==> src/hdl/qefa_pkg.sv <==
// Shared types, opcodes and constants for the GF(p^2) arithmetic unit.
package qefa_pkg;

  localparam int WordBits = 64;
  localparam int CntBits = $clog2(WordBits + 1);

  typedef logic [WordBits-1:0] word_t;

  typedef enum logic [2:0] {
    OP_ADD = 3'd0,
    OP_SUB = 3'd1,
    OP_NEG = 3'd2,
    OP_MUL = 3'd3,
    OP_INV = 3'd4
  } opcode_t;

  localparam logic [2:0] OpAdd = 3'd0;
  localparam logic [2:0] OpSub = 3'd1;
  localparam logic [2:0] OpNeg = 3'd2;
  localparam logic [2:0] OpMul = 3'd3;
  localparam logic [2:0] OpInv = 3'd4;

  // One queued transaction between front and back.
  typedef struct packed {
    logic [2:0] op;
    word_t      ar;
    word_t      ai;
    word_t      br;
    word_t      bi;
  } item_t;

  // Modular add of two values below m.
  function automatic word_t mod_add(word_t a, word_t b, word_t m);
    logic [WordBits:0] s;
    logic [WordBits:0] d;
    s = {1'b0, a} + {1'b0, b};
    d = s - {1'b0, m};
    mod_add = d[WordBits] ? s[WordBits-1:0] : d[WordBits-1:0];
  endfunction

  // Modular subtract of two values below m.
  function automatic word_t mod_sub(word_t a, word_t b, word_t m);
    mod_sub = (a >= b) ? (a - b) : (a + (m - b));
  endfunction

endpackage

==> src/hdl/qefa_front.sv <==
// Front end: reduce operand parts modulo p one bit per cycle and queue them.
module qefa_front (
  input  logic              clk,
  input  logic              rst,
  input  logic              start,
  output logic              busy,
  input  logic [2:0]        opcode,
  input  qefa_pkg::word_t   a_real,
  input  qefa_pkg::word_t   a_imag,
  input  qefa_pkg::word_t   b_real,
  input  qefa_pkg::word_t   b_imag,
  input  qefa_pkg::word_t   m,
  output logic              q_valid,
  output qefa_pkg::item_t   q_item,
  input  logic              q_take
);

  localparam int N = qefa_pkg::WordBits;

  logic                         run;
  logic [qefa_pkg::CntBits-1:0] cnt;
  logic [2:0]                   op;
  qefa_pkg::word_t              src [4];
  qefa_pkg::word_t              rem [4];
  qefa_pkg::word_t              rem_next [4];

  // Two-entry queue
  qefa_pkg::item_t q_mem [2];
  logic            wp, rp;
  logic [1:0]      fill;
  logic            push;

  assign busy = run || (fill == 2'd2);

  // One restoring step per part: shift in next bit, subtract m if fits
  always_comb begin
    for (int k = 0; k < 4; k++) begin
      logic [N:0] t;
      logic [N:0] d;
      t = {rem[k], src[k][N-1]};
      d = t - {1'b0, m};
      rem_next[k] = d[N] ? t[N-1:0] : d[N-1:0];
    end
  end

  assign push = run && (cnt == qefa_pkg::CntBits'(N - 1));

  always_ff @(posedge clk) begin
    if (rst) begin
      run <= 1'b0;
      cnt <= '0;
    end else if (start && !busy) begin
      run <= 1'b1;
      cnt <= '0;
    end else if (run) begin
      cnt <= cnt + 1'b1;
      if (push) run <= 1'b0;
    end
  end

  always_ff @(posedge clk) begin
    if (start && !busy) begin
      op     <= opcode;
      src[0] <= a_real;
      src[1] <= a_imag;
      src[2] <= b_real;
      src[3] <= b_imag;
      for (int k = 0; k < 4; k++) rem[k] <= '0;
    end else if (run) begin
      for (int k = 0; k < 4; k++) begin
        rem[k] <= rem_next[k];
        src[k] <= {src[k][N-2:0], 1'b0};
      end
    end
  end

  // Queue pointers
  always_ff @(posedge clk) begin
    if (rst) begin
      wp   <= 1'b0;
      rp   <= 1'b0;
      fill <= '0;
    end else begin
      if (push) wp <= ~wp;
      if (q_take) rp <= ~rp;
      fill <= fill + {1'b0, push} - {1'b0, q_take};
    end
  end

  always_ff @(posedge clk) begin
    if (push) begin
      q_mem[wp] <= '{op: op, ar: rem_next[0], ai: rem_next[1],
                     br: rem_next[2], bi: rem_next[3]};
    end
  end

  assign q_valid = (fill != 2'd0);
  assign q_item  = q_mem[rp];

endmodule

==> config.mk <==
export PLATFORM = sky130hd
export DESIGN_NAME = qefa_front
export DESIGN_NICKNAME = d
export VERILOG_FILES = /design/src/hdl/qefa_pkg.sv /design/src/hdl/qefa_front.sv
export SDC_FILE = /design/constraint.sdc
export NUM_CORES = 2
export LEC_CHECK = 0
export BUFFER_PORTS_ARGS = -buffer_cell sky130_fd_sc_hd__buf_4
export CAP_MARGIN = 20
export CELL_PAD_IN_SITES_DETAIL_PLACEMENT = 0
export CELL_PAD_IN_SITES_GLOBAL_PLACEMENT = 1
export CORE_MARGIN = 8
export CORE_UTILIZATION = 50
export CTS_CLUSTER_DIAMETER = 60
export DETAILED_ROUTE_END_ITERATION = 10
export HOLD_SLACK_MARGIN = 0.1
export PLACE_DENSITY = 0.83
export SYNTH_ARGS = -nofsm -noshare
export SYNTH_HDL_FRONTEND = slang
export SYNTH_SLANG_ARGS = --single-unit
==> constraint.sdc <==
create_clock -name clk -period 34.8 [get_ports clk]
set_clock_uncertainty 0.1 [all_clocks]
set_input_delay 3.48 -clock clk [delete_from_list [all_inputs] [get_ports clk]]
set_output_delay 3.48 -clock clk [all_outputs]
set_load 0.05 [all_outputs]
After elaboration in Yosys (flattened, before gate mapping)
Memories as Yosys holds them, arrays and structs flattened. A register that Yosys moved wholly into a read port is not among the register bits.
Cells that the tools add are included.
Widths: inputs -> output; s select.
Storage, ports and cells
  word-level logic and storage cells: 58
  bits of input ports: 327
  memory bits (writable): 1030
  bits in registers: 15
  output and inout port bits: 261
  memories kept: 3
Memory list
  q_mem: words 2, bits a word 259, read ports 1, clocked after Yosys merged registers in 1, write ports 1, RTL line qefa_front.sv:28  | qefa_pkg::item_t q_mem [2];
  rem: words 4, bits a word 64, read ports 4, clocked after Yosys merged registers in 0, write ports 4, RTL line qefa_front.sv:24  | qefa_pkg::word_t rem [4];
  src: words 4, bits a word 64, read ports 4, clocked after Yosys merged registers in 0, write ports 4, RTL line qefa_front.sv:23  | qefa_pkg::word_t src [4];
Operators by class
  multiplexer cells: 24
  reduce and logical (&&, ||, !) cells: 6
  equality and inequality tests: 2
  bitwise operators: 10
  add/sub/neg operators: 7
Operators with widths (number)
  $mux 64: 12
  $sub 65x64->65: 4
  $mux 1: 12
  $or 1x1->1: 8
  $add 7x1->7 const B: 1
  $eq 7x6->1 const B: 1
  $add 2x1->2: 1
  $eq 2x2->1 const B: 1
  $logic_and 1x1->1: 2
  $not 1->1: 2
  $reduce_bool 2->1: 1
  $reduce_or 2->1: 1
  $sub 2x1->2: 1
  $logic_not 1->1: 1
  $logic_or 1x1->1: 1

Longest topological paths before layout
  depth in word-level cells: 7
  gate-level depth with buffers: 16
  depth with buffers taken out: 13

Worst setup path after synthesis
No wires, ideal clock.
  path kind: flip-flop to flip-flop
  from: register run
  to: memory q_mem[0][0] (netlist bit), enable pin
  setup time: 0.884 ns
  data required time: 33.816 ns
  path slack: 21.658 ns
  data arrival time: 12.158 ns
  stages on the path, launching flop included: 7
  path through: dfxtp_1 clkbuf_1 inv_2 or3_1 or2_2 clkbuf_1 nor2_1
On the way
  longest elaborated chain between the ends: 3
Ends and longest elaborated chain
  start, declared: RTL line qefa_front.sv:20  | logic run;
  start signal, assigned: RTL line qefa_front.sv:50  | run <= 1'b0;
  start signal, assigned: RTL line qefa_front.sv:53  | run <= 1'b1;
  start signal, assigned: RTL line qefa_front.sv:57  | if (push) run <= 1'b0;
  $logic_and 1x1->1: RTL line qefa_front.sv:46  | assign push = run && (cnt == qefa_pkg::CntBits'(N - 1));
  $mux 1: RTL line qefa_front.sv:91  | if (push) begin
  $mux 1 (not written as such): RTL line qefa_front.sv:92  | q_mem[wp] <= '{op: op, ar: rem_next[0], ai: rem_next[1],
  end, declared: RTL line qefa_front.sv:28
Every way passes these cells.

==> flow_summary.toml <==
[outcome]
status = "completed"

[critical_path]
criticalPathCategory = "in2reg"
path_max_fanout = 58
critPathLaunchType = "input pin"
crit_path_end_kind = "flip-flop"
r2r_cells = 14
worstReg2RegEnd = "rem[2][15]"
startpoint_of_the_most_critical_register_to_register_path = "src[2][63]"
required_ns = 35.16
regToRegSetupSlack_ns = 28.91
worst-endpoint-arrival_ns = 8.74

[timing]
report.final.slew_viol_count = 0
finalSetupViolCount = 0
timing.final.crit_period_ns = 8.382
finalWorstSetupSlack_ns = 26.42
timing_worst_slew_pin_value_ns = 1.136
fin_hold_ws_ns = 0.3689
grt_setup_unrepaired = "no"
final.period_utilization_pct = 24.09
slew-limit-headroom_pct = 24.29
fmax_mhz = 119.3
final_hold_viol_count = 0
final.setup.tns_ns = 0

[layout]
post_route_cells_drive_above_1_share_pct = 24.74
insertedDiodeCount = 0
flow.area_growth_from_synthesis_pct = 16.02
multi_input_comb_area_um2 = 25810
final_core_util_pct = 58.51
nNetsFinal = 5953
fillcell_total = 9585
sequential_cell_area_um2 = 31260
final_cell_count_no_fill = 6984

[hold_path]
hold_path_class = "reg2reg"
min_to = "q_mem[0][258]"
hold_path_depth = 0
holdCritStartpoint = "op[2]"

[synth]
post_synth_inst_count = 4880
synthArstFlopShare_pct = 0
synth-seq-cells = 1046
synth-main-ff-cell = "edfxtp_1"
postSynthAreaPerCell_um2 = 12.03
mappedNetlistNets = 5470
synth.yosys.seq_area_share_pct = 53.25
synth_edf_count = 1030
synth.cell_area_um2 = 58690
post_synthesis_cell_type_count = 104
yosys_warnings = 0

[clock_tree]
postCtsSetupRepairBufs = 0
post_cts_resized = 0
cts_root_buffer = "clkbuf_16"
clk_path_buf_depth = 3
cts_made_buffers = 116
clock_sinks = 1046
clk_latency_ns = 0.73
cts_hold_repair.buffers = 0
clk_pin_slew_ns = 0.07
cts_tree = "built"
cts-htree-levels = 3

[route]
final_antenna_net_count = 0
drt_wl_total_mm = 175.6
drtIter0Drc = 3594
drt_first_pass_iters = 5
post-route-drc-count = 0
routed_via_density = 6.017
detail_route.wl_per_cell_um = 25.14
num_vias = 42020

[floorplan]
boundaryPins = 588
die_width_um = 358.6
fp-row-count = 125
fp.dieArea_um2 = 128600
design.core.area_um2 = 116400
initial_utilization_pct = 50.44
chipHeight_um = 358.6

[global_routing]
antenna_violations_before_repair = 3
gr_ovfl_total = 0
grt_start_max_net_pins = 199
grt_usage_pct = 26.33
grt_first_pass_wirelength_mm = 259.7
first_global_vias = 41810

[power]
max-vdd-ir-drop_mv = 0.06023
total_leakage_power_uw = 0.02635
power-per-cell-area_nw_per_um2 = 67.51

[place]
rd_place_congestion = 0.9504
numPlacedInstances = 6769
detailedPlace.worstSlack_ns = 25.64
dp_hpwl_mm = 130.8
io_buffer_count = 587

[flow_run]
cap_viol_max_count = 0
-- power breakdown --
part           switching [uW]  total [uW]  leakage [uW]  internal (uW)
combinational             990        1610        0.0145            622
clock                     527        1240       0.00188            716
sequential               74.3        1740       0.00999           1670
total                    1590        4600        0.0263           3000
-- worst max-delay path, cell delays in order --
cell and delay (ns):
buf_4 0.13, ha_1 0.22, fa_1 0.41, nor2b_1 0.23, o31a_1 0.29, o211ai_1 0.23, a21o_1 0.26, a311oi_1 0.72
o211a_1 0.29, o31a_1 0.24, mux2i_4 0.73, buf_4 0.74, mux2_2 0.44, and2_1 0.17
-- layout make-up --
class                      count  area share (%)
clock inverter                80           1.268
tap                         1524           2.801
clock buffer                 135           4.383
sequential                  1046           45.91
inverter                     141          0.7773
timing repair buffer         627           6.961
multi-input combinational   3431           37.90
-- cells by family after synthesis --
| kind of cell | share of synthesized area, % |
|---|---|
| xor gates and xnor gates | 3.343 |
| and+or+nand+nor | 10.07 |
| muxes | 10.32 |
| buffers and inverters | 2.848 |
| DFF | 53.25 |
| adders and majority gates | 5.658 |
| AOI/OAI and AO/OA | 14.52 |
-- cell usage in the layout, fill, tap and decap left out, drive strengths merged, types with 10 or more instances in the layout --
cell type     n
mux2i        13
edfxtp     1030
clkbuf      135
a21o        133
xor2         86
nor2b        26
and4         10
a21oi       352
o21ai       209
a211oi       43
inv         153
and2        239
clkinv       49
nor2        224
and3         20
ha          259
nor3         64
o21a         50
a21boi       13
nand2       300
xnor2       135
nand4        90
nand3        73
or3          24
o31ai        32
a22o        192
o31a         12
o211ai       25
o21bai       55
nand2b       24
mux2        512
nor4         12
or2          22
dfxtp        16
bufinv       13
a31oi        48
buf         627
-- sequential cells by signal, indices dropped and copies added, names as in the netlist, named ones only --
name,count
q_mem,518
rem,256
src,256
cnt,7
op,3
fill,2
rp,1
run,1
wp,1
-- Yosys cell counts (8+ instances only) --
cell / instances / area (um^2)
a211oi_1: 42 / 315.3
a21boi_0: 13 / 97.59
a21o_1: 133 / 998.5
a21oi_1: 348 / 1742
a221oi_1: 9 / 78.83
a22o_1: 192 / 1682
a31oi_1: 48 / 300.3
and2_1: 238 / 1489
and3_1: 20 / 125.1
and4_1: 10 / 87.58
buf_2: 25 / 125.1
buf_4: 13 / 97.59
buf_6: 10 / 112.6
clkbuf_1: 206 / 773.2
dfxtp_1: 16 / 320.3
edfxtp_1: 1030 / 30930
ha_1: 259 / 3241
inv_1: 140 / 525.5
mux2_1: 39 / 439.2
mux2_2: 431 / 4853
mux2_4: 42 / 630.6
mux2i_1: 12 / 120.1
nand2_1: 299 / 1122
nand2b_1: 24 / 150.1
nand3_1: 72 / 360.4
nand4_1: 90 / 563.0
nor2_1: 221 / 829.6
nor2b_1: 26 / 162.7
nor3_1: 61 / 305.3
nor3b_1: 8 / 60.06
nor4_1: 12 / 75.07
o2111ai_1: 9 / 78.83
o211ai_1: 23 / 172.7
o21a_1: 49 / 367.9
o21ai_0: 198 / 991.0
o21ai_1: 10 / 50.05
o21bai_1: 55 / 412.9
o31a_1: 12 / 105.1
o31ai_1: 28 / 210.2
or2_2: 15 / 93.84
or3_1: 22 / 137.6
xnor2_1: 134 / 1174
xor2_1: 85 / 744.5
-- through the flow --
stage | power [uW] | instance area [um^2]
after floorplan | 2915 | 58690
after global placement | 3333 | 64210
after detailed placement | 3355 | 64240
after CTS | 4607 | 68090
after global routing | 4806 | 68090
final | 4596 | 68090
-- worst max path at each step --
stage / cells after the start / to / slack [ns] / from
after global placement: 14 / rem[2][7] / 25.73 / m[0]
after detailed placement: 14 / rem[2][15] / 25.64 / m[0]
after CTS: 14 / rem[2][15] / 26.39 / m[0]
final: 14 / rem[2][15] / 26.42 / m[0]
after global routing: 14 / rem[2][15] / 26.17 / m[0]
after floorplan: 6 / q_mem[0][0] / 21.66 / run
-- layer usage --
metal  track usage (%)  share of wire [%]  up-vias
met2             42.23                 46     1529
met3             5.853                8.2      266
met1             35.64                 43    20650
met4             8.376                3.2        0
li1                  -                  -    19580
met5                 0                  0        -
Note: power is estimated with default switching activity, not from simulation.
